## src/rtl/bitmap_first_free_allocator_unit_defines.svh

```systemverilog
// Assertion macros for the allocator RTL.
`ifndef BITMAP_FIRST_FREE_ALLOCATOR_UNIT_DEFINES_SVH
`define BITMAP_FIRST_FREE_ALLOCATOR_UNIT_DEFINES_SVH

`ifndef SYNTHESIS
// Same-cycle implication: when ante holds, cons must hold on that edge.
`define BFFA_ASSERT_IMPL(lbl, clk, rst_n, ante, cons) \
    lbl: assert property (@(posedge clk) disable iff (!rst_n) (ante) |-> (cons)) \
        else $error("allocator assertion failed");
// Next-cycle implication: when ante holds, cons must hold on the next edge.
`define BFFA_ASSERT_NEXT(lbl, clk, rst_n, ante, cons) \
    lbl: assert property (@(posedge clk) disable iff (!rst_n) (ante) |=> (cons)) \
        else $error("allocator assertion failed");
`else
`define BFFA_ASSERT_IMPL(lbl, clk, rst_n, ante, cons)
`define BFFA_ASSERT_NEXT(lbl, clk, rst_n, ante, cons)
`endif

`endif

```

## src/rtl/bffa_pkg.sv

```systemverilog
package bffa_pkg;

    // Map geometry.
    localparam int MAP_BYTES = 1024;
    localparam int BYTE_W    = 8;
    localparam int BIT_SEL_W = 3;
    localparam int IDX_W     = (MAP_BYTES > 1) ? $clog2(MAP_BYTES) : 1;
    localparam int FILL_W    = $clog2(MAP_BYTES + 1);
    localparam int MAP_ITEMS = MAP_BYTES * 8;

    // Field widths.
    localparam int LIMIT_W  = 14;
    localparam int INDEX_W  = 13;
    localparam int STATUS_W = 2;
    localparam int CAP_W    = 20;

    localparam logic [LIMIT_W-1:0] LIMIT_RESET = 14'd8192;
    localparam logic [CAP_W-1:0]   ITEM_CAP    = CAP_W'(MAP_ITEMS);
    localparam logic [IDX_W-1:0]   LAST_BYTE   = IDX_W'(MAP_BYTES - 1);
    localparam logic [BYTE_W-1:0]  BYTE_FULL   = 8'hff;
    localparam logic [BYTE_W-1:0]  BYTE_ONE    = 8'h01;
    localparam logic [BYTE_W-1:0]  BYTE_EMPTY  = 8'h00;

    typedef enum logic [STATUS_W-1:0] {
        STAT_OK        = 2'd0,
        STAT_FULL      = 2'd1,
        STAT_RANGE     = 2'd2,
        STAT_NOT_ALLOC = 2'd3
    } t_status;

    typedef enum logic {
        FUNC_ALLOC = 1'b0,
        FUNC_FREE  = 1'b1
    } t_func;

    // Result of the shared byte unit.
    typedef struct packed {
        logic                 all_ones;
        logic [BIT_SEL_W-1:0] low_zero;
        logic [BYTE_W-1:0]    set_low;
        logic                 bit_set;
        logic [BYTE_W-1:0]    clr_sel;
    } t_byte_res;

endpackage

```

## src/rtl/bffa_byte_unit.sv

```systemverilog
module bffa_byte_unit (
    input  logic [bffa_pkg::BYTE_W-1:0]    i_byte,
    input  logic [bffa_pkg::BIT_SEL_W-1:0] i_bit_sel,
    output bffa_pkg::t_byte_res            o_res
);

    // Lowest clear bit among bits 0..6; bit 7 is taken when those are all set.
    always_comb begin
        logic [bffa_pkg::BIT_SEL_W-1:0] lz;
        lz = 3'd7;
        for (int b = 6; b >= 0; b--) begin
            if (!i_byte[b]) begin
                lz = 3'(b);
            end
        end
        o_res.all_ones = (i_byte == bffa_pkg::BYTE_FULL);
        o_res.low_zero = lz;
        o_res.set_low  = i_byte | (bffa_pkg::BYTE_ONE << lz);
        o_res.bit_set  = i_byte[i_bit_sel];
        o_res.clr_sel  = i_byte & ~(bffa_pkg::BYTE_ONE << i_bit_sel);
    end

endmodule

```

## config.mk

```make
export PLATFORM = sky130hd
export DESIGN_NAME = bffa_byte_unit
export DESIGN_NICKNAME = d
export VERILOG_FILES = /design/src/rtl/bitmap_first_free_allocator_unit_defines.svh /design/src/rtl/bffa_pkg.sv /design/src/rtl/bffa_byte_unit.sv
export SDC_FILE = /design/constraint.sdc
export NUM_CORES = 1
export LEC_CHECK = 0
export BUFFER_PORTS_ARGS = -buffer_cell sky130_fd_sc_hd__buf_2
export CORE_AREA = 5 5 42 44
export DETAILED_ROUTE_END_ITERATION = 10
export DIE_AREA = 0 0 47 49
export PLACE_DENSITY_LB_ADDON = 0.08
export SLEW_MARGIN = 10
export SYNTH_ARGS = -nofsm -noshare
export SYNTH_HDL_FRONTEND = slang
export SYNTH_SLANG_ARGS = --single-unit
```

## constraint.sdc

```tcl
create_clock -name vclk -period 0.8
set_input_delay 0.04 -clock vclk [all_inputs]
set_output_delay 0.04 -clock vclk [all_outputs]
set_load 0.01 [all_outputs]
```

# ---- After elaboration in Yosys (flattened, before gate mapping)
# Index checks and enable logic that the tools add are counted.
dict set report op_classes {
  n_lt_le_gt_ge 1
  n_eq_ne 1
  n_shift 2
  muxes 9
  bitwise 3
}
# operator count
set op_table {}
lappend op_table {{3-bit 2-to-1 mux} 6}
lappend op_table {{1-bit by 3-bit left shift with 8-bit output (first input constant)} 2}
lappend op_table {{8-bit AND} 1}
lappend op_table {{8-bit equality test (second input constant)} 1}
lappend op_table {{8-bit NOT} 1}
lappend op_table {{8-bit OR} 1}
lappend op_table {{3-bit by 4-bit less-than comparator with 1-bit output (second input constant)} 1}
lappend op_table {{1-bit binary-select mux with 3-bit select} 1}
lappend op_table {{1-bit 2-to-1 mux} 2}
dict set report word_totals {
  reg_bits 0
  inputBits 11
  output_inout_bits 21
  elab_cells 16
}

# ---- Logic depth before layout (Yosys ltp)
# Gate-level depths: netlist (run 1).
dict set report depth {
  ltp_word 9
  ltp_mapped 5
  mapped_depth_nobuf 4
}

# ---- Least setup slack after synthesis (run 1)
# OpenSTA, ideal clock, no wires.
dict set report synth_path {
  path_kind {input-to-output}
  start {input port i_bit_sel[1] (netlist name)}
  end {output port o_res[8] (netlist name)}
  arrival_ns 0.881
  required_ns 0.760
  path_slack_ns -0.121
  stages 5
  n_path_buf 1
  path_cell_list {buf_2 nor2b_1 a221oi_1 a21oi_1 a21oi_1}
}
# item line_no
set synth_lines {}
lappend synth_lines {{from (decl)} bffa_byte_unit.sv:3} ;# input logic [bffa_pkg::BIT_SEL_W-1:0] i_bit_sel,
lappend synth_lines {{to (decl)} bffa_byte_unit.sv:4} ;# output bffa_pkg::t_byte_res o_res

==> results of run 1 <==
[metrics by stage]
step | area [um^2] | setup slack [ps] | util, % | hold slack (ps)
2_1_floorplan | 284.0 | -66.03 | - | 181.7
3_3_place_gp | 540.5 | -250.7 | 38.57 | 405.1
3_5_place_dp | 540.5 | -260.2 | 38.57 | 407.5
4_1_cts | 628.1 | -186.6 | 44.82 | 355.7
5_1_grt | 696.9 | -227.9 | 49.73 | 360.1
6_report | 696.9 | -180.4 | 49.73 | 342.7
[placed cells by master, fill, tap and decap left out]
cell type and n:
inv_2 3, nor2_1 2, a221oi_2 1, buf_4 16
mux2i_1 1, o31a_1 2, nor4_4 1, buf_8 3
nand4_1 1, inv_1 4, o21a_1 1, nand2_2 2
o21ai_2 1, conb_1 1, a21boi_2 1, a41o_1 1
o21bai_1 1, o31ai_2 1, a21oi_1 1, a21oi_2 5
nand2_1 3, or2_2 1, nor2b_2 1, a31oi_1 3
o21ai_0 1, mux4_2 1, buf_2 20, buf_6 10
[logic make-up after synthesis]
family          after synthesis
mux                           2
simple gates                 11
other cells                   1
compound gates               19
buf+inv                      11
[per-layer routing]
metal,wire length [um],track usage [%],vias to the layer above
met5,0,0,-
met2,698,20.14,20
met1,559,15.72,217
li1,-,-,248
met4,14,1.382,0
met3,103,1.476,2
[cells in the mapped netlist]
cell type / number
a21oi_1: 6
or2_2: 1
nor4_1: 1
conb_1: 1
a41o_1: 1
a21boi_0: 1
o31a_1: 2
mux4_2: 1
inv_1: 7
o21ai_0: 2
buf_6: 1
nor2b_1: 1
nor2_1: 2
o21bai_1: 1
a221oi_1: 1
clkbuf_1: 1
mux2i_1: 1
nand2_1: 5
nand4_1: 1
buf_4: 1
buf_2: 1
o31ai_1: 1
a31oi_1: 3
o21a_1: 1
[report_power, final]
group	internal [W]	leakage [nW]	switching, W	total (W)
combinational	0.000207	0.366	0.000185	0.000392
sequential	0	0	0	0
clock	0	0	0	0
total	0.000207	0.366	0.000185	0.000392
[worst max-delay path, cell delays in order]
cell	delay [ps]
buf_6	70
mux4_2	490
a21oi_2	160
a21oi_2	40
buf_2	140
[area by class of cell]
type / count / area, um^2 / share of cell area (%)
repair buffers: 49 / 377.9 / 54.22
multi-input cells: 33 / 272.8 / 39.14
inverters: 7 / 26.28 / 3.770
well taps: 16 / 20.02 / 2.873
[timing repair]
| action | in CTS | in global routing |
|---|---|---|
| endpoints found under the setup margin | 11 | 12 |
| pin swaps | 6 | 7 |
| gates cloned | 0 | 0 |
| buffers inserted | 1 | 2 |
| resized for setup | 24 | 13 |
[worst max-delay path by stage]
| stage | startpoint | endpoint | slack, ps | cells after the start |
|---|---|---|---|---|
| after floorplan | i_bit_sel[2] | o_res[8] | -70 | 4 |
| after global placement | i_byte[6] | o_res[17] | -250 | 6 |
| after detailed placement | i_byte[6] | o_res[17] | -260 | 6 |
| after CTS | i_bit_sel[2] | o_res[8] | -190 | 5 |
| after global routing | i_bit_sel[2] | o_res[8] | -230 | 5 |
| final | i_bit_sel[2] | o_res[8] | -180 | 5 |
==> impl_metrics.toml, run 1 <==
[run_status]
status = "complete, but fails checks"
violations = "negative setup slack"

[worst_hold_path]
worstHoldPathCells = 3
hold_class = "in -> out"
whs_endpoint = "o_res[17]"
worstHoldStart = "i_byte[1]"

[global_routing]
grt_overflow = 0
grt_pass1_wl_mm = 2.159
grt_pass1_vias = 466
antenna_found_initial = 0
grt.total_usage_pct = 11.81
grt_max_degree = 9

[logic_synthesis]
synth_fa_ha_area_share_pct = 0
yosys.area_share.simple_pct = 19.25
synthDistinctLibCells = 24
synthCells = 44
ys_seq_area_share_pct = 0
synth_top_family_by_area = "compound AO/OA/AOI/OAI gates"
synth.avg_cell_area_um2 = 6.057
synth-xor-area-share_pct = 0
synth_compound_area_share_pct = 46.95
synth_area_leaders = "a21oi_1 (11%), inv_1 (9.9%), mux4_2 (8.5%)"
synth_warnings = 0
syn-cell-area_um2 = 266.5
synth_top_area_share_pct = 11.27
synthMuxAreaShare_pct = 12.21
mappedNetlistNets = 55
yosys.area.top_type = "a21oi_1"

[setup_path]
worstPathRequired_ps = 760
startpoint_type = "input port"
path_max_fanout = 2
path_class = "in -> out"
arrival_ps = 940
worstSetupEndpointType = "output port"

[finish]
num_antenna_cells = 0
area_growth_pct = 161.5
seq_cell_count = 0
drive_gt1_share_pct = 75.28
fin_cells = 105
clkbuf_count = 0
fin_nets = 102
fillers = 158
ff_latch_area_um2 = 0

[floorplan]
die_h_um = 49
die_w_um = 47
dieArea_um2 = 2303
initial_core_util_pct = 19.02
rows = 14
fp.coreArea_um2 = 1401
ioPinCount = 32

[routing]
drt_iter0_markers = 9
drc = 0
vias = 487
routed_wl_mm = 1.376
viasPerCell = 4.638
wl_per_cell_um = 13.10
antenna_left = 0
drtPass1Iterations = 2

[placed_design]
hpwl_mm = 1.097
io_buffers = 31
globalplace.congestion = 0.7208
place_inst = 102

[sta]
rsz0062_at_grt = "yes"
finalMaxSlewViolations = 0
fmax_ghz = 1.020
setup_viol = 5
post-route-period-util_pct = 122.5
worst_slack_ps = -180.4
period_needed_ps = 980.4
tns_ps = -370.3
finalHoldViolCount = 0

[clock_tree]
cts_hold_buffers = 0

[pwr]
finalPower_w = 0.0003920
power_density_nw_per_um2 = 562.5
power.leakage_nw = 0.3658
ir_drop_v = 0.0002055

[flow_run]
cap_viol_max_count = 0
(Power assumes the default switching activity.)
==> run 2: changes to the inputs <==
--- a/config.mk
+++ b/config.mk
@@ -5,6 +5,7 @@
 export SDC_FILE = /design/constraint.sdc
 export NUM_CORES = 1
 export LEC_CHECK = 0
+export ABC_AREA = 1
 export BUFFER_PORTS_ARGS = -buffer_cell sky130_fd_sc_hd__buf_2
 export CORE_AREA = 5 5 42 44
 export DETAILED_ROUTE_END_ITERATION = 10
==> impl_metrics.toml, run 2 <==
[sta]
finalMaxSlewViolations = 0
tns_ps = -32.74
period_needed_ps = 830.6
finalHoldViolCount = 0
post-route-period-util_pct = 103.8
fmax_ghz = 1.204
setup_viol = 2
rsz0062_at_grt = "yes"
worst_slack_ps = -30.64

[logic_synthesis]
yosys.area.top_type = "nand2_1"
yosysMostFrequentCell = "nand2_1"
ys_top_cells_by_count = "nand2_1 (21), inv_1 (18), o21ai_0 (8)"
syn-cell-area_um2 = 310.3
synth.avg_cell_area_um2 = 4.631
synthCells = 67
synth_area_leaders = "nand2_1 (25%), inv_1 (22%), o21ai_0 (13%)"
synth_top_area_share_pct = 25.40
ys_seq_area_share_pct = 0
synth_warnings = 0
synthDistinctLibCells = 16
mappedNetlistNets = 78

[routing]
drt_iter0_markers = 4
vias = 540
drc = 0
viasPerCell = 4.154
drtPass1Iterations = 4
routed_wl_mm = 1.193
antenna_left = 0
wl_per_cell_um = 9.177

[finish]
finish.utilization_pct = 52.59
fin_nets = 127
fin_cells = 130
num_antenna_cells = 0
seq_cell_count = 0
fillers = 154
mostFrequentLayoutCells = "buf_2 (22), buf_4 (19), nand2_1 (16)"
final_common_cell = "buf_2"
area_growth_pct = 137.5
ff_latch_area_um2 = 0
fin_area_um2 = 737.0
clkbuf_count = 0
drive_gt1_share_pct = 59.65

[worst_hold_path]
hold_class = "in -> out"

[setup_path]
worstPathRequired_ps = 760
startpoint_type = "input port"
crit_path_frequent_cell = "nand2_1"
crit_path_top_delay_cell = "buf_2"
arrival_ps = 790
path_max_fanout = 3
path_cells = "buf_8 -> inv_4 -> nand2_2 -> nand2_1 -> nand2_1 -> nand2_2 -> nand2_1 -> nand2_1 -> inv_1 -> nand2_1 -> nand2_1 -> buf_2"
worstSetupEndpointType = "output port"
path_class = "in -> out"
slowest_delay_ps = 130

[floorplan]
die_w_um = 47
ioPinCount = 32
die_h_um = 49
initial_core_util_pct = 22.14
rows = 14
dieArea_um2 = 2303
fp.coreArea_um2 = 1401

[pwr]
power.net_switching_w = 0.0001945
ir_drop_v = 0.0002130
combPwrFrac_pct = 100.0
finalPower_w = 0.0003891
clkPwrFrac_pct = 0
pwr-share-seq_pct = 0
power.leakage_nw = 0.4532
power_density_nw_per_um2 = 528.0
p_int_w = 0.0001946
swShare_pct = 49.98

[flow_run]
cap_viol_max_count = 0

[placed_design]
globalplace.congestion = 0.7807
hpwl_mm = 1.032
place_area_um2 = 590.6
place_inst = 128
io_buffers = 31

[global_routing]
grt_pass1_wl_mm = 1.959
grt_overflow = 0
grt.total_usage_pct = 10.53
grt_max_degree = 7
antenna_found_initial = 0
grt_pass1_vias = 496

[run_status]
status = "complete, but fails checks"
violations = "negative setup slack"
[run 2: cell count changes in the layout (fill, tap and decap cells not counted), moves of 5 or more]
cell | previous run | this run
buf_6 | 10 | 3
nand2_1 | 3 | 16
inv_1 | 4 | 14
o21ai_0 | 1 | 6
a21oi_2 | 5 | 0
[run 2: cell families after synthesis]
| logic type | after synthesis | share of synthesized area [%] |
|---|---|---|
| AND/OR/NAND/NOR | 31 | 47.99 |
| AO/OA/AOI/OAI | 14 | 24.19 |
| buffers and inverters | 21 | 26.61 |
| other | 1 | 1.209 |
[run 2: through the flow]
| stage | setup slack [ps] | hold WS, ps |
|---|---|---|
| floorplan | 67.47 | 161.5 |
| global placement | -112.9 | 391.6 |
| detailed placement | -98.17 | 401.9 |
| CTS | -64.17 | 402.8 |
| global route | -123.3 | 414.8 |
| finish | -30.64 | 392.6 |
[run 2: cell type report]
| type | count | area [um^2] | area share (%) |
|---|---|---|---|
| inverters | 20 | 87.58 | 11.88 |
| repair buffers | 48 | 346.6 | 47.03 |
| well taps | 16 | 20.02 | 2.716 |
| multi-input cells | 46 | 282.8 | 38.37 |
[run 2: power by group through the flow]
stage / registers (W) / clock network, W / logic [W]
3_5_place_dp: 0 / 0 / 0.000314
6_report: 0 / 0 / 0.000389
2_1_floorplan: 0 / 0 / 0.000140
3_3_place_gp: 0 / 0 / 0.000315
4_1_cts: 0 / 0 / 0.000359
5_1_grt: 0 / 0 / 0.000431
[run 2: worst paths after layout]
check  startpoint  slack (ps)  cells past startpoint         to
max     i_byte[6]         -30                     12  o_res[14]
min     i_byte[5]         390                      4   o_res[5]
[run 2: routing by layer]
metal | vias to the layer above | track usage [%] | share of wire (%)
li1 | 298 | - | -
met2 | 16 | 18.10 | 51
met4 | 0 | 0 | 0
met5 | - | 0 | 0
met3 | 0 | 0 | 5.8
met1 | 226 | 15.25 | 43
[run 2: critical path: cells and delay by family]
family,cells,cell delay [ps]
buffers and inverters,4,320
AND/OR/NAND/NOR,8,430
[run 2: timing repair]
item,4_1_cts,5_1_grt
buffers inserted,3,0
cloned,0,0
resized for setup,19,22
hold buffers,0,0
pin swaps,11,17
setup endpoints to repair,7,9
==> run 3: changes to the inputs <==
--- a/config.mk
+++ b/config.mk
@@ -11,6 +11,7 @@
 export DETAILED_ROUTE_END_ITERATION = 10
 export DIE_AREA = 0 0 47 49
 export PLACE_DENSITY_LB_ADDON = 0.08
+export SETUP_SLACK_MARGIN = 0.02
 export SLEW_MARGIN = 10
 export SYNTH_ARGS = -nofsm -noshare
 export SYNTH_HDL_FRONTEND = slang
==> impl_metrics.toml, run 3 (same netlist as run 2, synthesis figures left out) <==
[sta]
period_needed_ps = 829.0
setup_viol = 2
whs_ps = 394.5
tns_ps = -41.82
finalMaxSlewViolations = 0
rsz0062_at_grt = "yes"
post-route-period-util_pct = 103.6
finalHoldViolCount = 0
worst_slack_ps = -29.01
fmax_ghz = 1.206

[pwr]
ir_drop_v = 0.0002071
power_density_nw_per_um2 = 530.7
finalPower_w = 0.0004017
power.leakage_nw = 0.4513

[floorplan]
ioPinCount = 32
rows = 14
initial_core_util_pct = 22.14
dieArea_um2 = 2303
die_w_um = 47
fp.coreArea_um2 = 1401
die_h_um = 49

[routing]
viasPerCell = 4.215
drtPass1Iterations = 4
wl_per_cell_um = 9.269
routed_wl_mm = 1.205
drt_iter0_markers = 5
vias = 548
drc = 0
antenna_left = 0

[finish]
area_growth_pct = 144.0
fin_nets = 127
multi_input_area_um2 = 287.8
finish.utilization_pct = 54.02
num_antenna_cells = 0
clkbuf_count = 0
mostFrequentLayoutCells = "buf_2 (22), nand2_1 (14), buf_4 (14)"
seq_cell_count = 0
final_common_cell = "buf_2"
drive_gt1_share_pct = 64.04
ff_latch_area_um2 = 0
fillers = 148

[setup_path]
slowest_delay_ps = 130
crit_path_top_delay_cell = "buf_2"
path_cells = "buf_8 -> inv_4 -> nand2_2 -> nand2_1 -> nand2_1 -> nand2_2 -> nand2_1 -> nand2_2 -> inv_2 -> nand2_1 -> nand2_1 -> buf_2"
path_class = "in -> out"
crit_path_frequent_cell = "nand2_1"
worstPathRequired_ps = 760
startpoint_type = "input port"
path_max_fanout = 3
arrival_ps = 790
worstSetupEndpointType = "output port"

[global_routing]
grt_pass1_vias = 498
grt_max_degree = 7
grt_pass1_wl_mm = 1.980
grt.total_usage_pct = 10.53
grt_overflow = 0
antenna_found_initial = 0

[run_status]
violations = "negative setup slack"
status = "complete, but fails checks"

[placed_design]
hpwl_mm = 1.032
globalplace.congestion = 0.7807
place_ws_ps = -98.17
io_buffers = 31

[clock_tree]
cts_hold_buffers = 0

[flow_run]
cap_viol_max_count = 0

[worst_hold_path]
hold_class = "in -> out"
## run 3: changes by cell type in the layout (fill, tap and decap cells not counted)
cell     delta
buf_4       -5
buf_6       +6
buf_8       -1
inv_1       -2
inv_2       +2
nand2_1     -2
nand2_2     +3
nand2_4     -1
nand3_1     -1
nand3_2     +1
o21ai_0     -1
o21ai_1     +1
## run 3: where the power goes
| part | switching [W] | internal, W | leakage, nW |
|---|---|---|---|
| Clock | 0 | 0 | 0 |
| Sequential | 0 | 0 | 0 |
| Combinational | 0.000200 | 0.000202 | 0.451 |
## run 3: cell type report
cell class                      count  area share [%]
Timing Repair Buffer               48           47.77
Multi-Input combinational cell     46           38.02
Inverter                           20           11.57
Tap cell                           16           2.645
## run 3: timing repair
item,CTS,global route
pin swaps,13,22
setup endpoints to repair,7,9
setup buffers,3,0
gates resized for setup,26,23
## run 3: worst max-delay path, delay by kind of cell
family | cells | cell delay, ps
AND/OR/NAND/NOR | 8 | 430
buffers and inverters | 4 | 310
## run 3: through the flow
stage	std cells	cell area, um^2
floorplan	67	310.3
global placement	128	590.6
detailed placement	128	590.6
CTS	130	691.9
global route	130	757.0
finish	130	757.0
## run 3: final timing paths
kind	from	to	slack, ps	cells past startpoint
max	i_byte[6]	o_res[14]	-30	12
min	i_byte[5]	o_res[5]	390	4
## run 3: per-layer routing
layer | up-vias | global-route usage (%) | share of wire [%]
li1 | 298 | - | -
met5 | - | 0 | 0
met1 | 234 | 15.69 | 43
met2 | 16 | 17.65 | 51
met3 | 0 | 0 | 5.7
met4 | 0 | 0 | 0
